## src/design/spmf_pkg.sv

```systemverilog
`timescale 1ns / 1ps

package spmf_pkg;

  // Sizing
  localparam int NUM_LEVELS = 4;
  localparam int FIFO_DEPTH = 16;
  localparam int MSG_WIDTH  = 16;

  // Fixed port field widths
  localparam int REQ_TYPE_W    = 1;
  localparam int LEVEL_W       = 2;
  localparam int WORD_W        = 16;
  localparam int STATUS_W      = 2;
  localparam int LEVEL_COUNT_W = 5;
  localparam int TOTAL_COUNT_W = 7;

  // Derived widths
  localparam int LVL_IDX_W = (NUM_LEVELS > 1) ? $clog2(NUM_LEVELS) : 1;
  localparam int PTR_W     = (FIFO_DEPTH > 1) ? $clog2(FIFO_DEPTH) : 1;
  localparam int CNT_W     = $clog2(FIFO_DEPTH + 1);
  localparam int TOT_W     = $clog2(NUM_LEVELS * FIFO_DEPTH + 1);
  localparam int ADDR_W    = LVL_IDX_W + PTR_W;
  localparam int RAM_DEPTH = NUM_LEVELS << PTR_W;

  typedef enum logic [REQ_TYPE_W-1:0] {
    REQ_ENQ = 1'b0,
    REQ_DEQ = 1'b1
  } req_e;

  typedef enum logic [STATUS_W-1:0] {
    STS_OK    = 2'd0,
    STS_FULL  = 2'd1,
    STS_EMPTY = 2'd2
  } status_e;

  // Controller -> datapath
  typedef struct packed {
    logic capture;   // latch the request word
    logic commit;    // update pointers, counts, memory
    logic load_now;  // result complete, load output register
    logic load_ram;  // load output register with memory read data
  } dp_cmd_t;

  // Datapath -> controller
  typedef struct packed {
    logic deq_hit;   // latched request is a dequeue that finds a word
    logic out_free;  // output register can take a result this cycle
  } dp_sts_t;

  // Pointer advance with wrap at the FIFO depth
  function automatic logic [PTR_W-1:0] ptr_next(input logic [PTR_W-1:0] p);
    logic [PTR_W-1:0] r;
    if (p == PTR_W'(FIFO_DEPTH - 1)) r = '0;
    else r = p + PTR_W'(1);
    return r;
  endfunction

endpackage

```

## src/design/strict_priority_multi_fifo.sv

```systemverilog
`timescale 1ns / 1ps

// Channel   Handshake                 Word fields
// -------   -----------------------   ---------------------------------------------
// request   req_valid_i / req_ready_o  req_type_i, level_i, message_word_i
// result    res_valid_o / res_ready_i  status_o, out_valid_o, out_message_o,
//                                      out_level_o, level_count_o, total_count_o
//
// An enqueue or a dequeue that finds all levels empty loads its result in the execute
// step; a dequeue that finds a word goes on to a read-wait step for the registered read
// of the message store. One request is in work at a time; a new request is accepted while
// the previous result waits in the output register. Reset clears all pointers and
// counts at once, no sweep; the message store is not cleared. A stalled result
// holds the next request in the execute step until the output register frees.

module strict_priority_multi_fifo (
  input  logic                                 clk_i,
  input  logic                                 rst_ni,
  input  logic                                 req_valid_i,
  output logic                                 req_ready_o,
  input  logic [spmf_pkg::REQ_TYPE_W-1:0]      req_type_i,
  input  logic [spmf_pkg::LEVEL_W-1:0]         level_i,
  input  logic [spmf_pkg::WORD_W-1:0]          message_word_i,
  output logic                                 res_valid_o,
  input  logic                                 res_ready_i,
  output logic [spmf_pkg::STATUS_W-1:0]        status_o,
  output logic                                 out_valid_o,
  output logic [spmf_pkg::WORD_W-1:0]          out_message_o,
  output logic [spmf_pkg::LEVEL_W-1:0]         out_level_o,
  output logic [spmf_pkg::LEVEL_COUNT_W-1:0]   level_count_o,
  output logic [spmf_pkg::TOTAL_COUNT_W-1:0]   total_count_o
);

  import spmf_pkg::*;

  dp_cmd_t cmd;
  dp_sts_t sts;

  // sequencer
  spmf_ctrl u_ctrl (
    .clk_i      (clk_i),
    .rst_ni     (rst_ni),
    .req_valid_i(req_valid_i),
    .req_ready_o(req_ready_o),
    .sts_i      (sts),
    .cmd_o      (cmd)
  );

  // queues, message store and result register
  spmf_dp u_dp (
    .clk_i         (clk_i),
    .rst_ni        (rst_ni),
    .cmd_i         (cmd),
    .sts_o         (sts),
    .req_type_i    (req_type_i),
    .level_i       (level_i),
    .message_word_i(message_word_i),
    .res_valid_o   (res_valid_o),
    .res_ready_i   (res_ready_i),
    .status_o      (status_o),
    .out_valid_o   (out_valid_o),
    .out_message_o (out_message_o),
    .out_level_o   (out_level_o),
    .level_count_o (level_count_o),
    .total_count_o (total_count_o)
  );

endmodule

```

## src/design/spmf_ram.sv

```systemverilog
`timescale 1ns / 1ps

module spmf_ram #(
  parameter int WIDTH = 16,
  parameter int DEPTH = 64
) (
  input  logic                     clk_i,
  input  logic                     wr_en_i,
  input  logic [$clog2(DEPTH)-1:0] wr_addr_i,
  input  logic [WIDTH-1:0]         wr_data_i,
  input  logic                     rd_en_i,
  input  logic [$clog2(DEPTH)-1:0] rd_addr_i,
  output logic [WIDTH-1:0]         rd_data_o
);

  logic [WIDTH-1:0] mem_q [DEPTH];
  logic [WIDTH-1:0] rd_data_q;

  // one write port, one registered read port
  always_ff @(posedge clk_i) begin
    if (wr_en_i) begin
      mem_q[wr_addr_i] <= wr_data_i;
    end
    if (rd_en_i) begin
      rd_data_q <= mem_q[rd_addr_i];
    end
  end

  assign rd_data_o = rd_data_q;

endmodule

```

## src/design/spmf_ctrl.sv

```systemverilog
`timescale 1ns / 1ps

module spmf_ctrl (
  input  logic              clk_i,
  input  logic              rst_ni,
  input  logic              req_valid_i,
  output logic              req_ready_o,
  input  spmf_pkg::dp_sts_t sts_i,
  output spmf_pkg::dp_cmd_t cmd_o
);

  import spmf_pkg::*;

  typedef enum logic [2:0] {
    ST_IDLE   = 3'b001,
    ST_EXEC   = 3'b010,
    ST_RDWAIT = 3'b100
  } state_e;

  state_e state_q, state_d;

  // next state and commands
  always_comb begin
    state_d     = state_q;
    cmd_o       = '0;
    req_ready_o = 1'b0;
    unique case (state_q)
      ST_IDLE: begin
        req_ready_o = 1'b1;
        if (req_valid_i) begin
          cmd_o.capture = 1'b1;
          state_d       = ST_EXEC;
        end
      end
      ST_EXEC: begin
        if (sts_i.out_free) begin
          cmd_o.commit = 1'b1;
          if (sts_i.deq_hit) begin
            state_d = ST_RDWAIT;
          end else begin
            cmd_o.load_now = 1'b1;
            state_d        = ST_IDLE;
          end
        end
      end
      ST_RDWAIT: begin
        cmd_o.load_ram = 1'b1;
        state_d        = ST_IDLE;
      end
      default: begin
        state_d = ST_IDLE;
      end
    endcase
  end

  always_ff @(posedge clk_i or negedge rst_ni) begin
    if (!rst_ni) begin
      state_q <= ST_IDLE;
    end else begin
      state_q <= state_d;
    end
  end

  // memory read data is only taken right after a committed dequeue
  a_rdwait_after_exec: assert property (@(posedge clk_i) disable iff (!rst_ni)
    (state_q == ST_RDWAIT) |-> ($past(cmd_o.commit) && $past(sts_i.deq_hit)))
    else $error("read wait entered without committed dequeue");

  // a committed hit never loads the output register in the same cycle
  a_hit_no_direct_load: assert property (@(posedge clk_i) disable iff (!rst_ni)
    (cmd_o.commit && sts_i.deq_hit) |-> !cmd_o.load_now)
    else $error("dequeue hit loaded result before memory read");

endmodule

```

## src/design/spmf_dp.sv

```systemverilog
`timescale 1ns / 1ps

module spmf_dp (
  input  logic                                 clk_i,
  input  logic                                 rst_ni,
  input  spmf_pkg::dp_cmd_t                    cmd_i,
  output spmf_pkg::dp_sts_t                    sts_o,
  input  logic [spmf_pkg::REQ_TYPE_W-1:0]      req_type_i,
  input  logic [spmf_pkg::LEVEL_W-1:0]         level_i,
  input  logic [spmf_pkg::WORD_W-1:0]          message_word_i,
  output logic                                 res_valid_o,
  input  logic                                 res_ready_i,
  output logic [spmf_pkg::STATUS_W-1:0]        status_o,
  output logic                                 out_valid_o,
  output logic [spmf_pkg::WORD_W-1:0]          out_message_o,
  output logic [spmf_pkg::LEVEL_W-1:0]         out_level_o,
  output logic [spmf_pkg::LEVEL_COUNT_W-1:0]   level_count_o,
  output logic [spmf_pkg::TOTAL_COUNT_W-1:0]   total_count_o
);

  import spmf_pkg::*;

  // latched request
  req_e                 req_type_q;
  logic [LEVEL_W-1:0]   req_level_q;
  logic [MSG_WIDTH-1:0] req_word_q;

  // per-level queue state
  logic [PTR_W-1:0] head_q [NUM_LEVELS];
  logic [PTR_W-1:0] tail_q [NUM_LEVELS];
  logic [CNT_W-1:0] cnt_q  [NUM_LEVELS];
  logic [CNT_W-1:0] cnt_nx [NUM_LEVELS];
  logic [TOT_W-1:0] total_q, total_d;

  // result register
  logic                     res_valid_q;
  status_e                  res_status_q, res_status_d;
  logic                     res_hit_q;
  logic [WORD_W-1:0]        res_msg_q;
  logic [LEVEL_W-1:0]       res_level_q;
  logic [LEVEL_COUNT_W-1:0] res_lcount_q, res_lcount_d;

  logic [LVL_IDX_W-1:0] lvl_idx;
  logic                 lvl_ok;
  logic                 any_held;
  logic [LVL_IDX_W-1:0] sel;
  logic                 enq_ok;
  logic                 deq_hit;
  logic [MSG_WIDTH-1:0] ram_rdata;

  // capture the request word
  always_ff @(posedge clk_i) begin
    if (cmd_i.capture) begin
      req_type_q  <= req_e'(req_type_i);
      req_level_q <= level_i;
      req_word_q  <= MSG_WIDTH'(message_word_i);
    end
  end

  assign lvl_idx = LVL_IDX_W'(req_level_q);
  assign lvl_ok  = (32'(req_level_q) < NUM_LEVELS);

  // priority encoder over non-empty levels, level 0 wins
  always_comb begin
    any_held = 1'b0;
    sel      = '0;
    for (int i = NUM_LEVELS - 1; i >= 0; i--) begin
      if (cnt_q[i] != '0) begin
        any_held = 1'b1;
        sel      = LVL_IDX_W'(i);
      end
    end
  end

  assign enq_ok  = (req_type_q == REQ_ENQ) && lvl_ok && (cnt_q[lvl_idx] != CNT_W'(FIFO_DEPTH));
  assign deq_hit = (req_type_q == REQ_DEQ) && any_held;

  // counts after the step
  always_comb begin
    for (int i = 0; i < NUM_LEVELS; i++) begin
      cnt_nx[i] = cnt_q[i];
      if (enq_ok && (lvl_idx == LVL_IDX_W'(i))) cnt_nx[i] = cnt_q[i] + CNT_W'(1);
      if (deq_hit && (sel == LVL_IDX_W'(i)))    cnt_nx[i] = cnt_q[i] - CNT_W'(1);
    end
    total_d = total_q;
    if (enq_ok)  total_d = total_q + TOT_W'(1);
    if (deq_hit) total_d = total_q - TOT_W'(1);
  end

  // result fields
  always_comb begin
    if (req_type_q == REQ_ENQ) res_status_d = enq_ok ? STS_OK : STS_FULL;
    else                       res_status_d = any_held ? STS_OK : STS_EMPTY;
    res_lcount_d = lvl_ok ? LEVEL_COUNT_W'(cnt_nx[lvl_idx]) : '0;
  end

  // queue state update
  always_ff @(posedge clk_i or negedge rst_ni) begin
    if (!rst_ni) begin
      for (int i = 0; i < NUM_LEVELS; i++) begin
        head_q[i] <= '0;
        tail_q[i] <= '0;
        cnt_q[i]  <= '0;
      end
      total_q <= '0;
    end else if (cmd_i.commit) begin
      for (int i = 0; i < NUM_LEVELS; i++) begin
        cnt_q[i] <= cnt_nx[i];
      end
      total_q <= total_d;
      if (enq_ok)  tail_q[lvl_idx] <= ptr_next(tail_q[lvl_idx]);
      if (deq_hit) head_q[sel]     <= ptr_next(head_q[sel]);
    end
  end

  // message store
  spmf_ram #(
    .WIDTH(MSG_WIDTH),
    .DEPTH(RAM_DEPTH)
  ) u_store (
    .clk_i    (clk_i),
    .wr_en_i  (cmd_i.commit && enq_ok),
    .wr_addr_i({lvl_idx, tail_q[lvl_idx]}),
    .wr_data_i(req_word_q),
    .rd_en_i  (cmd_i.commit && deq_hit),
    .rd_addr_i({sel, head_q[sel]}),
    .rd_data_o(ram_rdata)
  );

  // output register valid
  always_ff @(posedge clk_i or negedge rst_ni) begin
    if (!rst_ni) begin
      res_valid_q <= 1'b0;
    end else if (cmd_i.load_now || cmd_i.load_ram) begin
      res_valid_q <= 1'b1;
    end else if (res_ready_i) begin
      res_valid_q <= 1'b0;
    end
  end

  // output register payload
  always_ff @(posedge clk_i) begin
    if (cmd_i.commit) begin
      res_status_q <= res_status_d;
      res_hit_q    <= deq_hit;
      res_level_q  <= deq_hit ? LEVEL_W'(sel) : '0;
      res_lcount_q <= res_lcount_d;
      res_msg_q    <= '0;
    end else if (cmd_i.load_ram) begin
      res_msg_q <= WORD_W'(ram_rdata);
    end
  end

  assign sts_o.deq_hit  = deq_hit;
  assign sts_o.out_free = !res_valid_q || res_ready_i;

  assign res_valid_o   = res_valid_q;
  assign status_o      = res_status_q;
  assign out_valid_o   = res_hit_q;
  assign out_message_o = res_msg_q;
  assign out_level_o   = res_level_q;
  assign level_count_o = res_lcount_q;
  assign total_count_o = TOTAL_COUNT_W'(total_q);

  // total never exceeds the combined capacity
  a_total_bound: assert property (@(posedge clk_i) disable iff (!rst_ni)
    32'(total_q) <= NUM_LEVELS * FIFO_DEPTH)
    else $error("total count beyond capacity");

  // a delivered message always carries ok status
  a_hit_status_ok: assert property (@(posedge clk_i) disable iff (!rst_ni)
    (res_valid_q && res_hit_q) |-> (res_status_q == STS_OK))
    else $error("dequeued word with non-ok status");

  // a result is never overwritten before it is taken
  a_no_overwrite: assert property (@(posedge clk_i) disable iff (!rst_ni)
    (cmd_i.commit || cmd_i.load_now || cmd_i.load_ram) && res_valid_q |-> res_ready_i)
    else $error("pending result overwritten");

  // a committed dequeue hit always moves the total down by one
  a_total_step: assert property (@(posedge clk_i) disable iff (!rst_ni)
    (cmd_i.commit && deq_hit) |=> (total_q == $past(total_q) - TOT_W'(1)))
    else $error("total count not decremented on dequeue");

endmodule
```

## config.mk

```make
export PLATFORM = sky130hd
export DESIGN_NAME = strict_priority_multi_fifo
export DESIGN_NICKNAME = d
export VERILOG_FILES = /design/src/design/spmf_pkg.sv /design/src/design/strict_priority_multi_fifo.sv /design/src/design/spmf_ram.sv /design/src/design/spmf_ctrl.sv /design/src/design/spmf_dp.sv
export SDC_FILE = /design/constraint.sdc
export NUM_CORES = 1
export LEC_CHECK = 0
export BUFFER_PORTS_ARGS = -buffer_cell sky130_fd_sc_hd__buf_2
export CORE_MARGIN = 2
export CORE_UTILIZATION = 40
export DETAILED_ROUTE_END_ITERATION = 7
export PLACE_DENSITY_LB_ADDON = 0.15
export REMOVE_ABC_BUFFERS = 1
export SLEW_MARGIN = 40
export SYNTH_ARGS = -nofsm -noshare
export SYNTH_HDL_FRONTEND = slang
export SYNTH_SLANG_ARGS = --single-unit
export TNS_END_PERCENT = 100
```

## constraint.sdc

```tcl
create_clock -name clk_i -period 4.6 [get_ports clk_i]
set_input_delay 0.46 -clock clk_i [delete_from_list [all_inputs] [get_ports clk_i]]
set_output_delay 0.46 -clock clk_i [all_outputs]
set_load 0.005 [all_outputs]
```

==> results of run 1 <==
==> cells by family after synthesis <==
logic type	count (synthesis)	share of synthesized area
xor+xnor	37	0.00695
compound gates	599	0.102
simple gates	797	0.0871
fa+ha+maj	20	0.00553
buf+inv	263	0.0249
flops	1148	0.729
mux	197	0.0445
==> power by group through the flow <==
stage	Combinational (mW)	Sequential, mW	Clock (mW)
2_1_floorplan	6.88	12.6	0
3_3_place_gp	13.8	12.5	0
3_5_place_dp	14.0	12.5	0
4_1_cts	14.1	12.3	9.81
5_1_grt	14.9	12.3	10.2
6_report	14.1	12.3	9.67
==> final cells by class <==
class / count / area (um2)
fill: 9940 / 61300
sequential: 1148 / 34000
multi-input combinational: 1650 / 11700
clock buffer: 148 / 3190
timing repair buffer: 353 / 3000
tap: 1524 / 1910
clock inverter: 77 / 729
inverter: 19 / 72.6
antenna: 1 / 2.50
==> sequential cells by signal (all words and copies together) (netlist names), 2 cells and up <==
signal / flops
u_ctrl.state_q: 3
u_dp.cnt_q: 20
u_dp.head_q: 16
u_dp.level_count_o: 5
u_dp.lvl_idx: 2
u_dp.out_level_o: 2
u_dp.out_message_o: 16
u_dp.req_word_q: 16
u_dp.status_o: 2
u_dp.tail_q: 16
u_dp.total_count_o: 7
u_dp.u_store.mem_q: 1024
u_dp.u_store.rd_data_o: 16
==> critical path: cells and delay by family (launching register included) <==
| kind | cells | cell delay [ns] |
|---|---|---|
| AND/OR/NAND/NOR | 5 | 1.74 |
| flip-flops | 1 | 0.44 |
| AO/OA/AOI/OAI | 3 | 1.16 |
| buffers and inverters | 3 | 0.63 |
| adder cells (fa/ha/maj) | 1 | 0.18 |
==> per-stage QoR <==
stage | hold WS, ns | TNS (ns) | area, um2
after floorplan | 0.164 | -210.22 | 45500
after global placement | 0.442 | -0.528 | 50300
after detailed placement | 0.450 | -0.0472 | 50400
after CTS | 0.0426 | 0 | 54500
after global routing | 0.0524 | 0 | 54600
final | 0.0702 | 0 | 54600
==> routing by layer <==
metal | part of all wire | wire, um | vias to the layer above | GRT usage
li1 | - | - | 12800 | -
met1 | 0.42 | 61600 | 15500 | 0.335
met2 | 0.48 | 69200 | 1363 | 0.386
met3 | 0.078 | 11400 | 175 | 0.0344
met4 | 0.023 | 3410 | 0 | 0.0704
met5 | 0 | 0 | - | 0
==> final timing paths <==
path	slack, ns	depth (start not counted)	from	endpoint
setup / recovery	0.13	12	u_dp.cnt_q[15]	u_dp.u_store.rd_data_o[11]
hold / removal	0.07	3	req_valid_i	u_ctrl.state_q[1]
setup reg to reg	0.13	12	u_dp.cnt_q[15]	u_dp.u_store.rd_data_o[11]
hold reg to reg	0.45	2	u_dp.out_message_o[9]	u_dp.out_message_o[9]
max in group asynchronous	3.74	4	rst_ni	u_dp.head_q[15]
min in group asynchronous	0.32	3	rst_ni	u_dp.cnt_q[19]
==> Yosys cell counts, drive strengths merged, types with 4 or more instances <==
master,n,share of area
edfxtp,1069,0.69
nand2,279,0.023
a2111oi,274,0.052
and3,235,0.032
clkbuf,172,0.014
mux2i,169,0.036
nor2,106,0.0088
buf,72,0.0095
dfrtp,62,0.033
nand3,60,0.0064
o21ai,54,0.0059
a221oi,52,0.0098
a31oi,52,0.0073
a22oi,38,0.0061
a21oi,37,0.0040
a32oi,34,0.0064
nand4,28,0.0038
xnor2,24,0.0045
mux2,22,0.0053
nor4,20,0.0027
ha,19,0.0051
inv,19,0.0015
dfxtp,16,0.0069
a311o,14,0.0030
nor3,14,0.0019
xor2,13,0.0024
nor2b,10,0.0013
nand2b,9,0.0012
or3,9,0.0012
nor4b,8,0.0024
mux4,6,0.0029
a311oi,5,0.00094
and2,5,0.00067
o22ai,5,0.00067
or2,5,0.00067
a31o,4,0.00075
o31ai,4,0.00064
==> what timing repair did <==
item	CTS	global route
pin swaps	0	1
endpoints found under the setup margin	1	9
hold endpoints to repair	47	0
gates resized for setup	1	10
hold buffers	20	0
==> results.toml, run 1 <==
[run_status]
outcome = "complete, no violations"

[yosys]
netlist_instances = 3061
syn_area_per_cell_um2 = 15.2
synth_edf_count = 1069
netlist_area_mm2 = 0.0466
ys_warn_count = 0
synth-main-ff-cell = "edfxtp_1"
synth.distinct_cells = 74
async_flop_share = 0.0549
ys_ff_latch = 1148
seq_area_frac_synth = 0.729

[clock_network]
cts_tree = "built"
cts_setup_buffers = 0
cts-root-buf = "clkbuf_16"
clock_latency_ns = 0.72
cts_made_buffers = 119
cts.reportedPaths.clkPinSlew_ns = 0.06
cts.path.max_buffers = 3
cts.sinks = 1148
cts.htree.levels = 3

[setup_path]
worst_setup_path_end_kind = "register"
critPathLaunchType = "register"
crit_required_ns = 5.03
slowest_delay_ns = 0.63
crit_slowest_cell = "nor4_2"
arrival_ns = 4.90
path_max_fanout = 33
crit_chain = "inv_1, ha_1, or4b_4, a31oi_4, o22a_4, nand2_8, buf_12, buf_4, a2111oi_0, nor4_1, nor4_2, nand4_1"
worst-setup-path-type = "register to register"

[floorplanning]
die_w_um = 345
die_area_mm2 = 0.119
io_pins = 58
die_y_um = 345
coreArea_mm2 = 0.116
row_count = 125
start_util = 0.402

[detailed_routing]
vias = 29800
detail_route.drc_violations = 0
routed_wl_mm = 146
wl_per_cell_um = 29.6
drtPass1Iterations = 5
initialDrtViolationCount = 3930
avgViaCountPerCell = 6.06
antenna_left = 0

[grt]
grt_pass1_wl_mm = 208
grt_usage = 0.239
antenna_found_initial = 5
grt_max_degree = 65
first_global_vias = 29200
overflow = 0

[placement]
pre_cts_ws_ns = -0.0472
gp_congestion = 0.854
dp_hpwl_mm = 88.9
io_buffers = 57
place_inst = 4672

[sta]
fin_worst_skew_ns = 0.0361
finalHoldViolations = 0
min_period_over_period = 0.971
layout_min_cycle_time_ns = 4.47
relSlewSlack = 0.445
setup_slack_ns = 0.134
worst_slew_pin_slew_ns = 0.811
rsz0062_at_grt = "no"
fmax_mhz = 224
setup_viol = 0
drv_slew = 0

[power_and_ir_drop]
p_seq_frac = 0.340
combPwrFrac = 0.392
irDropWorstVdd_uv = 624
p_int_mw = 22.6
p_clk_frac = 0.268
p_per_area_mw_per_mm2 = 661
p_sw_mw = 13.5
fin_total_pwr_mw = 36.1
switching_share = 0.374
leakage_nw = 18.8

[final_layout]
final_cells = 4920
drive_above_1_share = 0.182
area_growth_pct = 17.1
nNetsFinal = 3334
final_util = 0.471
layout_commonest_cell = "edfxtp_1"
layout_common_cells = "1069 x edfxtp_1, 276 x nand2_1, 264 x a2111oi_0, 235 x and3_1, 234 x buf_4"

[run]
maxCapViolCount = 0

[min_path]
holdCritPathClass = "input pin to register"
No activity file was read; power rests on OpenSTA's default activity.
==> run 2: changes to the inputs <==
Settings changed: CORE_ASPECT_RATIO from default to 0.75, CORE_MARGIN 2 to 3.
==> run 2 against run 1 <==
- combinational power rose by 4%
- total power fell by 0.55%
- final area fell by 0.40%
- highest routed layer unchanged
- core utilization rose by 0.34 points
- clock-buffer cell count fell by 15
- flip-flop and latch count did not move
==> results.toml, run 2 (synthesis results as in run 1) <==
[sta]
drv_slew = 0
tns_ns = 0
finalHoldViolations = 0
layout_min_cycle_time_ns = 4.49
setup_slack_ns = 0.105
fin_worst_skew_ns = 0.0304
rsz0062_at_grt = "no"
fmax_mhz = 222
setup_viol = 0
min_period_over_period = 0.977
worst_slew_pin_slew_ns = 0.897
relSlewSlack = 0.402

[placement]
io_buffers = 57
pre_cts_ws_ns = 0.0420
place_inst = 4680
place_area_mm2 = 0.0504
gp_congestion = 0.878
dp_hpwl_mm = 91.0

[final_layout]
largest_reg_flops = 1024
reg_top3 = "u_dp.u_store.mem_q (1024), u_dp.cnt_q (20)"
area_growth_pct = 16.6
final_cell_area_mm2 = 0.0544
layout_common_cells = "1069 x edfxtp_1, 276 x nand2_1, 259 x a2111oi_0, 240 x buf_4, 235 x and3_1"
regMostFlops = "u_dp.u_store.mem_q"
layout_commonest_cell = "edfxtp_1"
nNetsFinal = 3341
drive_above_1_share = 0.177
final_cells = 4917
fillCellCount = 9915

[clock_network]
cts.reportedPaths.clkPinSlew_ns = 0.07
cts-root-buf = "clkbuf_16"
cts.path.max_buffers = 3
cts_made_buffers = 109
cts_tree = "built"
clock_latency_ns = 0.73
cts.sinks = 1148
cts.htree.levels = 3

[run]
maxCapViolCount = 0

[setup_path]
r2r_cells = 12
critPathLaunchType = "register"
path_max_fanout = 26
worst_setup_path_end_kind = "register"
crit_required_ns = 5.03
arrival_ns = 4.93
worst-setup-path-type = "register to register"

[grt]
overflow = 0
antenna_found_initial = 5
grt_max_degree = 106
first_global_vias = 29000
grt_pass1_wl_mm = 211
grt_usage = 0.242

[detailed_routing]
wl_per_cell_um = 30.1
initialDrtViolationCount = 3890
vias = 30000
drtPass1Iterations = 7
routed_wl_mm = 148
detail_route.drc_violations = 0
avgViaCountPerCell = 6.10
antenna_left = 0

[floorplanning]
start_util = 0.407
coreArea_mm2 = 0.115
die_area_mm2 = 0.121
io_pins = 58
die_y_um = 302
row_count = 107
die_w_um = 400

[run_status]
outcome = "complete, no violations"

[power_and_ir_drop]
p_per_area_mw_per_mm2 = 660
fin_total_pwr_mw = 35.9
leakage_nw = 18.6
irDropWorstVdd_uv = 513

[min_path]
holdCritPathClass = "input pin to register"
min_path_cells = 4
## run 2: changes by cell type in the layout (fill, tap and decap cells not counted), sizes merged, moves of 2 or more
cell and delta:
buf +15, bufinv -5, clkbuf -14, clkinv -2, diode +2
## run 2: final timing paths
kind | slack [ns] | endpoint | startpoint
max reg2reg | 0.11 | u_dp.u_store.rd_data_o[4] | u_dp.cnt_q[11]
min | 0.06 | u_ctrl.state_q[1] | res_ready_i
min reg2reg | 0.46 | u_dp.out_message_o[2] | u_dp.out_message_o[2]
max | 0.11 | u_dp.u_store.rd_data_o[4] | u_dp.cnt_q[11]
max in group asynchronous | 3.76 | u_dp.cnt_q[8] | rst_ni
min in group asynchronous | 0.37 | u_dp.total_count_o[2] | rst_ni
## run 2: per-layer routing
metal / global-route usage / part of all wire / up-vias
met4: 0.0622 / 0.024 / 0
met2: 0.341 / 0.42 / 1584
met1: 0.359 / 0.44 / 15400
met3: 0.0786 / 0.11 / 225
met5: 0 / 0 / -
li1: - / - / 12800
## run 2: layout make-up
| class | instances | area (um2) | area share |
|---|---|---|---|
| flip-flops and latches | 1148 | 34000 | 0.626 |
| inverters | 19 | 72.6 | 0.00134 |
| diodes | 3 | 7.51 | 0.000138 |
| clock buffers | 133 | 2840 | 0.0522 |
| well taps | 1526 | 1910 | 0.0351 |
| clock inverters | 68 | 618 | 0.0114 |
| multi-input cells | 1651 | 11700 | 0.214 |
| repair buffers | 369 | 3260 | 0.0599 |
## run 2: stage by stage
step	utilization	hold slack, ns
floorplan	-	0.164
global placement	0.440	0.447
detailed placement	0.440	0.455
CTS	0.472	0.0164
global route	0.474	0.0629
finish	0.474	0.0583
## run 2: power by group
| group | internal, mW | switching, mW | total, mW |
|---|---|---|---|
| sequential | 12.0 | 0.270 | 12.3 |
| clock | 4.86 | 4.00 | 8.86 |
| combinational | 5.19 | 9.55 | 14.7 |
| total | 22.0 | 13.8 | 35.9 |
## run 2: worst max-delay path, stage by stage, from the launching register on
cell	delay (ns)
dfrtp_1	0.43
inv_1	0.15
ha_1	0.20
or4b_1	0.56
nand2_1	0.26
o22a_2	0.37
nand2_8	0.26
buf_12	0.29
buf_4	0.18
a2111oi_0	0.64
a221oi_1	0.17
a22oi_1	0.43
nand4_1	0.21
## run 2: repair_timing
action,in CTS,in global routing
buffers inserted,0,4
endpoints found under the setup margin,1,14
hold endpoints to repair,81,0
gates resized for setup,1,14
pin swaps,0,3
cloned,0,1
hold buffers,20,0
